[config.mk]
export PLATFORM = sky130hd
export DESIGN_NAME = xdrt_msb
export DESIGN_NICKNAME = d
export VERILOG_FILES = /design/src/rtl/xdrt_pkg.sv /design/src/rtl/xdrt_msb.sv
export SDC_FILE = /design/constraint.sdc
export NUM_CORES = 1
export LEC_CHECK = 0
export ABC_AREA = 1
export BUFFER_PORTS_ARGS = -buffer_cell sky130_fd_sc_hd__clkbuf_2
export CAP_MARGIN = 0
export CORE_MARGIN = 5
export CORE_UTILIZATION = 25
export DETAILED_ROUTE_END_ITERATION = 8
export GPL_TIMING_DRIVEN = 0
export SETUP_SLACK_MARGIN = 0.15
export SYNTH_ARGS = -nofsm -noshare
export SYNTH_HDL_FRONTEND = slang
export SYNTH_SLANG_ARGS = --single-unit
[constraint.sdc]
create_clock -name clk_i -period 2.5 [get_ports clk_i]
set_input_delay 0 -clock clk_i [delete_from_list [all_inputs] [get_ports clk_i]]
set_output_delay 0 -clock clk_i [all_outputs]
set_load 0.05 [all_outputs]
[src/rtl/xdrt_pkg.sv]
// Shared types, constants and codes for the XOR distance routing table.
// Used by xdrt_msb and xor_distance_routing_table; depends on nothing.
package xdrt_pkg;

  localparam int BUCKETS        = 64;
  localparam int BUCKET_W       = 6;
  localparam int ID_W           = 64;
  localparam int ADDR_W         = 32;
  localparam int PORT_W         = 16;
  localparam int COUNT_W        = 10;
  localparam int BUCKET_CAP_DEF = 8;
  localparam int MAX_TOTAL_DEF  = 512;

  typedef enum logic [1:0] {
    MODE_TOUCH   = 2'd0,
    MODE_REMOVE  = 2'd1,
    MODE_CLOSEST = 2'd2,
    MODE_NEAREST = 2'd3
  } mode_e;

  typedef enum logic [2:0] {
    ST_INSERTED  = 3'd0,
    ST_MOVED     = 3'd1,
    ST_IGNORED   = 3'd2,
    ST_REMOVED   = 3'd3,
    ST_NOT_FOUND = 3'd4,
    ST_ENTRY     = 3'd5
  } status_e;

  typedef enum logic [4:0] {
    S_IDLE,
    S_START,
    S_MSB,
    S_FILL_RD,
    S_FILL_USE,
    S_FIND_RD,
    S_FIND_CMP,
    S_MISS,
    S_SHIFT_CHK,
    S_SHIFT_RD,
    S_SHIFT_WR,
    S_HEAD_WR,
    S_RESULT,
    S_SC_FILL_RD,
    S_SC_FILL_USE,
    S_SC_RD,
    S_SC_CMP,
    S_PASS_END,
    S_EM_RD,
    S_EM_OUT
  } state_e;

  typedef struct packed {
    logic [ID_W-1:0]   id;
    logic [ADDR_W-1:0] addr;
    logic [PORT_W-1:0] port;
  } entry_t;

  typedef struct packed {
    logic                done;
    logic [BUCKET_W-1:0] idx;
  } msb_stat_t;

endpackage

[src/rtl/xdrt_msb.sv]
// Iterative search for the highest set bit of a 64-bit word, one bit per cycle.
// Depends on xdrt_pkg.
module xdrt_msb
  import xdrt_pkg::*;
(
  input  logic            clk_i,
  input  logic            rst_ni,
  input  logic            start_i,
  input  logic [ID_W-1:0] value_i,
  output msb_stat_t       stat_o
);

  logic                busy_q, busy_d;
  logic [ID_W-1:0]     val_q, val_d;
  logic [BUCKET_W-1:0] idx_q, idx_d;
  logic                hit;

  assign hit = val_q[ID_W-1] || (idx_q == '0);

  always_comb begin
    busy_d = busy_q;
    val_d  = val_q;
    idx_d  = idx_q;
    if (start_i) begin
      busy_d = 1'b1;
      val_d  = value_i;
      idx_d  = '1;
    end else if (busy_q) begin
      if (hit) begin
        busy_d = 1'b0;
      end else begin
        val_d = val_q << 1;
        idx_d = idx_q - 1'b1;
      end
    end
  end

  always_ff @(posedge clk_i or negedge rst_ni) begin
    if (!rst_ni) begin
      busy_q <= 1'b0;
    end else begin
      busy_q <= busy_d;
    end
  end

  always_ff @(posedge clk_i) begin
    val_q <= val_d;
    idx_q <= idx_d;
  end

  assign stat_o.done = busy_q && hit;
  assign stat_o.idx  = idx_q;

endmodule
Word level (Yosys, flattened, before mapping):

Index checks and enable logic that the tools add are counted.

* add/subtract/negate cells: 1
* multipliers: 0
* divide/modulo/power cells: 0
* $lt $le $gt $ge: 0
* equality and inequality tests: 1
* shifts and indexed selects: 0
* muxes and demuxes: 6
* bitwise logic cells: 1
* reductions and logical operators: 6

Operator list (count)
* 64-bit two-way mux: 3
* 6-bit logical NOT: 1
* 6-bit by 1-bit subtractor with 6-bit output (second input constant): 1
* 2-bit AND reduction: 2
* 1-bit two-way mux: 3
* 2-bit != test (second input constant): 1
* 2-bit nonzero test: 1
* 1-bit logical AND: 1
* 1-bit logical OR: 1
* 1-bit NOT: 1

* bits in registers: 71
* bits in latches: 0
* bits in writable memories: 0
* ROM bits: 0
* bits of input ports: 67
* output and inout port bits: 7
* word-level logic and storage cells: 18
* memories kept: 0

Logic depth before layout (Yosys ltp):

Gate-level depths: netlist (run 1).

* depth after elaboration: 5
* gate-level depth with buffers: 7
* gate-level depth less buffers: 7

Worst setup path after synthesis (run 1):

OpenSTA, ideal clock, no wires.

* path kind: reg-to-reg
* start point: reg idx_q[0]
* end point: reg val_q[0] (enable)
* library setup time: 0.423 ns
* data arrival time: 2.703 ns
* data required time: 2.077 ns
* setup slack: -0.626 ns
* cell stages (with the launch flop): 6
* buffers on the path: 0
* clock period less this slack: 3.126 ns
* cells stage by stage: dfxtp_1 > inv_1 > ha_1 > nand3_2 > nand3_4 > nand2_1

* cells in the longest elaborated chain, start to end: 4

RTL lines
* start: declaration: line xdrt_msb.sv:15 `logic [BUCKET_W-1:0] idx_q, idx_d;`
* start signal: assignment: line xdrt_msb.sv:48 `idx_q <= idx_d;`
* 6-bit logical NOT: line xdrt_msb.sv:18 `assign hit = val_q[ID_W-1] || (idx_q == '0);`
* 1-bit logical OR: line xdrt_msb.sv:18
* 2-bit != test (no line)
* 2-bit AND reduction (no line)
* end signal: assignment: line xdrt_msb.sv:47 `val_q <= val_d;`
* end: declaration: line xdrt_msb.sv:14 `logic [ID_W-1:0] val_q, val_d;`

Every way passes these cells.
A chain may end at the register's enable or synchronous reset.

Worst setup path in the final report (run 1):

* start point: reg idx_q[0]
* end point: reg val_q[23] (enable)

The elaborated chain is that of the path after synthesis.

==> flow_summary.json, run 1 <==
{
  "status": "finished, final reports clean",
  "io_pins": 74,
  "synthDistinctLibCells": 18,
  "antenna_found_initial": 0,
  "synthMuxAreaShare_pct": 0,
  "syn2layout_area_growth_pct": 50.62,
  "synth-xor-area-share_pct": 0.5625,
  "route.detailed.drc": 0,
  "synth_seq_area_share_pct": 66.37,
  "synth-simple-area-share_pct": 28.85,
  "slowest_delay_ns": 0.66,
  "report.final.slew_viol_count": 0,
  "crit_chain": "inv_1 -> ha_1 -> nand3_2 -> nand3_4 -> nand2_4",
  "r2r_slack_ns": 0.41,
  "hold_viol_final": 0,
  "netlist.area_leader.share_pct": 61.71,
  "path_depth": 5,
  "core-area_sq_mm": 0.01211,
  "startpoint": "idx_q[0]",
  "crit_path_end_kind": "register",
  "fin_skew_ns": 0.009436,
  "ys.warnings.count": 0,
  "grt_pass1_wl_um": 12400,
  "ys_ff_latch": 71,
  "cp-start-kind": "register",
  "clock-root-buffer": "clkbuf_16",
  "syn_area_sq_mm": 0.003114,
  "layout-drive-gt1-share_pct": 21.78,
  "dp.cells": 568,
  "finalSetupTns_ns": 0,
  "ff2ff_path_depth": 5,
  "ant_nets": 0,
  "io_buffer_count": 73,
  "rr_endpoint": "val_q[23]",
  "fin_crit_sh_pct": 83.78,
  "worst_slack_ns": 0.4055,
  "dieHeight_um": 121.6,
  "vdd_drop_max_uv": 369.4,
  "cts_hold_buf": 66,
  "synth_fa_ha_area_share_pct": 0.8035,
  "hold_path_depth": 4,
  "syn-num-nets": 396,
  "synth_compound_area_share_pct": 0.1607,
  "fp.dieW_um": 121.6,
  "wire_per_inst_um": 11.50,
  "grt_max_degree": 65,
  "row_count": 40,
  "clock_latency_ns": 0.34,
  "grt_pass1_vias": 2684,
  "cts_sinks": 71,
  "min_period_ns": 2.094,
  "clkSlewWorstSetupHoldPaths_ns": 0.06,
  "num_antenna_cells": 0,
  "routed_via_density": 3.972,
  "finalWeightedCongestion": 0.7626,
  "die-area_sq_mm": 0.01479,
  "rsz0062_at_grt": "no",
  "arrival_ns": 2.06,
  "syn_area_per_cell_sq_um": 9.524,
  "drt_iter0_markers": 120,
  "dp_hpwl_um": 4779,
  "final_cells": 650,
  "track_usage_pct": 10.84,
  "cp_slowest_cell": "nand2_4",
  "max_clock_freq_mhz": 477.4,
  "crit_end": "val_q[23]",
  "ys_top_cells_by_area": "edfxtp_1 (62%), nand2_1 (25%), dfxtp_1 (3.9%)",
  "crit_family": "simple AND/OR/NAND/NOR gates",
  "leakage_nw": 2.231,
  "dr.pass1.iters": 4,
  "critPathBufInv": 1,
  "place_area_sq_mm": 0.003697,
  "fin_nets": 546,
  "cts_resized": 0,
  "path_class": "register to register",
  "critPathRequiredTime_ns": 2.46,
  "cts_tree": "built",
  "pre_cts_ws_ns": 0.3768,
  "syn_inst": 327,
  "final_area_sq_mm": 0.004691,
  "numCtsBuffers": 9,
  "setup_viol": 0,
  "start_util_pct": 25.71,
  "num_vias": 2582,
  "hold_class": "input port to register",
  "cts_buffer_depth": 2,
  "synth_area_leader_cell": "edfxtp_1",
  "h-tree-depth": 3,
  "maxCapViolCount": 0,
  "power_density_mw_per_mm2": 736.9,
  "synth_top_family_by_area": "simple AND/OR/NAND/NOR gates",
  "crit_fanout": 64,
  "cts_setup_buffers": 0,
  "routed_wl_um": 7472,
  "utilization_pct": 38.73,
  "max_slew.worst_pin.slew_ns": 0.8606,
  "maxSlewHeadroom_pct": 42.63,
  "rr_startpoint": "idx_q[0]",
  "overflow": 0
}
through the flow:
step	hold WS (ns)	power [mW]
finish	0.1244	3.457
global route	0.1649	3.640
CTS	0.1464	3.507
detailed placement	-0.2239	1.984
global placement	-0.2223	1.967
floorplan	-0.2956	1.834
power breakdown:
part | internal [mW] | switching, mW
Combinational | 0.197 | 0.275
Sequential | 1.50 | 0.0596
Clock | 0.926 | 0.500
cell type report:
class                      instances  area, sq um
buffer                            14        63.81
clock buffer                      11        252.7
clock inverter                     5        80.08
fill                            1267         7421
inverter                          10        37.54
multi-input combinational        232        953.4
sequential                        71         2067
tap                              168        210.2
timing repair buffer             139         1026
cell usage in the layout, fill, tap and decap left out, types with 2 or more instances in the layout:
| master | synthesis | layout |
|---|---|---|
| buf_2 | 9 | 9 |
| nand3_1 | 7 | 7 |
| nand4_1 | 4 | 4 |
| inv_1 | 9 | 9 |
| dlygate4sd3_1 | 0 | 66 |
| ha_1 | 2 | 2 |
| dfxtp_1 | 6 | 6 |
| edfxtp_1 | 64 | 64 |
| nor2_2 | 2 | 2 |
| clkbuf_2 | 0 | 73 |
| clkinvlp_4 | 0 | 2 |
| nand2_1 | 208 | 207 |
| xnor2_1 | 2 | 2 |
| clkbuf_8 | 0 | 2 |
| clkbuf_16 | 0 | 9 |
| clkbuf_1 | 5 | 5 |
| nor2_1 | 3 | 3 |
| bufinv_16 | 0 | 2 |
logic make-up (layout without fill, tap and decap cells):
logic type,after synthesis,after routing
AOI/OAI and AO/OA,1,1
xor gates and xnor gates,2,2
adders and majority gates,2,2
buffers and inverters,24,179
DFF,71,71
and+or+nand+nor,227,227
sequential cells by signal (all words and copies together) (netlist names):
register  cells
val_q        64
idx_q         6
busy_q        1
cell usage after synthesis:
master      n
edfxtp_1   64
nand3_2     1
inv_2       1
nand4_1     4
dfrtp_1     1
xnor2_1     2
nor2_2      2
nor2_1      3
clkbuf_1    5
a21oi_1     1
buf_2       9
nand2_2     1
inv_1       9
dfxtp_1     6
nand2_1   208
nand3_1     7
nand3_4     1
ha_1        2
worst min path at each step:
stage          startpoint  slack [ns]         to
2_1_floorplan      rst_ni       -0.30     busy_q
3_3_place_gp       rst_ni       -0.22     busy_q
3_5_place_dp       rst_ni       -0.22     busy_q
4_1_cts           start_i        0.15  val_q[63]
5_1_grt           start_i        0.16  val_q[63]
6_report          start_i        0.12  val_q[63]
worst reg2reg max path, stage by stage (launching register included):
cell and delay [ns]:
dfxtp_1 0.37, inv_1 0.13, ha_1 0.23, nand3_2 0.15, nand3_4 0.15, nand2_4 0.66
per-layer routing:
layer | wire (um) | GRT usage, % | up-vias
met3 | 402 | 3.807 | 11
met1 | 3334 | 13.29 | 1161
met2 | 3614 | 17.55 | 59
met5 | 0 | 0 | -
li1 | - | - | 1351
met4 | 120 | 4.202 | 0
Power figures use the tool's default switching activity.
==> run 2: changes to the inputs <==
Clock period 2.5 ns to 1.9 ns, I/O delays scaled along.
==> flow_summary.json, run 2 (same netlist as run 1, synthesis figures left out) <==
{
  "dr.pass1.iters": 4,
  "track_usage_pct": 10.76,
  "fp.dieW_um": 121.6,
  "finalSetupTns_ns": 0,
  "final_area_sq_mm": 0.004710,
  "report.final.slew_viol_count": 0,
  "setup_viol": 0,
  "layout-drive-gt1-share_pct": 22.36,
  "grt_pass1_vias": 2651,
  "critPathRequiredTime_ns": 1.91,
  "final_common_cell": "nand2_1",
  "numCtsBuffers": 9,
  "r2r_slack_ns": 0.22,
  "routed_wl_um": 7706,
  "cp-start-kind": "register",
  "num_vias": 2576,
  "cts_sinks": 71,
  "hold_viol_final": 0,
  "crit_path_end_kind": "register",
  "clock_latency_ns": 0.33,
  "dp_hpwl_um": 4696,
  "crit_fanout": 32,
  "wire_per_inst_um": 11.84,
  "status": "finished, final reports clean",
  "io_pins": 74,
  "clock-root-buffer": "clkbuf_16",
  "crit_family": "simple AND/OR/NAND/NOR gates",
  "path_class": "register to register",
  "ff2ff_path_depth": 5,
  "arrival_ns": 1.69,
  "cp_slowest_cell": "dfxtp_4",
  "fillers": 1220,
  "row_count": 40,
  "worst_slack_ns": 0.2191,
  "crit_end": "val_q[3]",
  "maxCapViolCount": 0,
  "startpoint": "idx_q[0]",
  "max_slew.worst_pin.slew_ns": 0.4403,
  "start_util_pct": 25.71,
  "hold_class": "input port to register",
  "overflow": 0,
  "cts_buffer_depth": 2,
  "finalWeightedCongestion": 0.7735,
  "fin_nets": 547,
  "cts_tree": "built",
  "pre_cts_ws_ns": 0.05364,
  "leakage_nw": 2.222,
  "min_period_ns": 1.681,
  "dieHeight_um": 121.6,
  "drt_iter0_markers": 160,
  "crit_chain": "inv_1 -> ha_1 -> nand3_2 -> nand3_4 -> nand2_8",
  "largest_register_ffs": 64,
  "hold_path_depth": 4,
  "path_depth": 5,
  "rr_startpoint": "idx_q[0]",
  "biggestRegsByFlops": "val_q: 64 flops, idx_q: 6 flops, busy_q: 1 flops",
  "die-area_sq_mm": 0.01479,
  "routed_via_density": 3.957,
  "fin_skew_ns": 0.005405,
  "grt_max_degree": 33,
  "io_buffer_count": 73,
  "slowest_delay_ns": 0.35,
  "maxSlewHeadroom_pct": 70.64,
  "core-area_sq_mm": 0.01211,
  "antenna_found_initial": 0,
  "route.detailed.drc": 0,
  "vdd_drop_max_uv": 483.9,
  "grt_pass1_wl_um": 12390,
  "rsz0062_at_grt": "yes",
  "mostFrequentLayoutCells": "nand2_1 (207), clkbuf_2 (72), dlygate4sd3_1 (66)",
  "clkSlewWorstSetupHoldPaths_ns": 0.06,
  "largest_register": "val_q",
  "place_area_sq_mm": 0.003714,
  "syn2layout_area_growth_pct": 51.23,
  "h-tree-depth": 3,
  "max_clock_freq_mhz": 594.9,
  "fin_crit_sh_pct": 88.47,
  "ant_nets": 0,
  "rr_endpoint": "val_q[3]",
  "num_antenna_cells": 0,
  "power_density_mw_per_mm2": 951.3,
  "critPathBufInv": 1
}
[run 2: metal layers]
layer | up-vias | track usage [%] | part of all wire [%]
li1 | 1354 | - | -
met1 | 1154 | 13.03 | 45
met2 | 58 | 18.27 | 49
met3 | 10 | 3.389 | 4.7
met4 | 0 | 3.361 | 1.2
met5 | - | 0 | 0
[run 2: power breakdown]
| group | total, mW | leakage, nW | switching (mW) | internal [mW] |
|---|---|---|---|---|
| clock network | 1.78 | 0.147 | 0.646 | 1.14 |
| logic | 0.645 | 1.35 | 0.379 | 0.266 |
| registers | 2.05 | 0.722 | 0.0787 | 1.97 |
| total | 4.48 | 2.22 | 1.10 | 3.38 |
[run 2: how the worst min path moves through the flow]
stage | start | endpoint | slack (ns)
floorplan | rst_ni | busy_q | -0.30
finish | start_i | val_q[63] | 0.16
CTS | start_i | val_q[63] | 0.15
global placement | rst_ni | busy_q | -0.22
detailed placement | rst_ni | busy_q | -0.22
global route | start_i | val_q[63] | 0.16
[run 2: timing repair]
item / 4_1_cts / 5_1_grt
pin swaps: 1 / 0
cloned: 1 / 0
hold endpoints to repair: 65 / 0
hold buffers: 66 / 0
buffers inserted: 0 / 0
setup endpoints to repair: 65 / 65
gates resized for setup: 2 / 1
[run 2: per-stage QoR]
| step | utilization (%) | cells | hold slack (ns) | power, mW |
|---|---|---|---|---|
| 2_1_floorplan | - | 327 | -0.2956 | 2.421 |
| 3_3_place_gp | 30.66 | 568 | -0.2219 | 2.592 |
| 3_5_place_dp | 30.66 | 568 | -0.2214 | 2.620 |
| 4_1_cts | 38.88 | 651 | 0.1541 | 4.546 |
| 5_1_grt | 38.88 | 651 | 0.1631 | 4.696 |
| 6_report | 38.88 | 651 | 0.1643 | 4.480 |
[run 2: final cells by class]
class                      count  area, sq um  share of cell area, %
buffer                        14        63.81                  1.355
clock buffer                   9        225.2                  4.782
clock inverter                 7        87.58                  1.860
inverter                      10        37.54                 0.7970
multi-input combinational    233        982.2                  20.86
sequential                    71         2074                  44.05
tap                          168        210.2                  4.463
timing repair buffer         139         1028                  21.84
[run 2: worst register-to-register path: stages, from the launching register on]
cell     delay [ns]
dfxtp_4        0.35
inv_1          0.10
ha_1           0.23
nand3_2        0.15
nand3_4        0.22
nand2_8        0.29
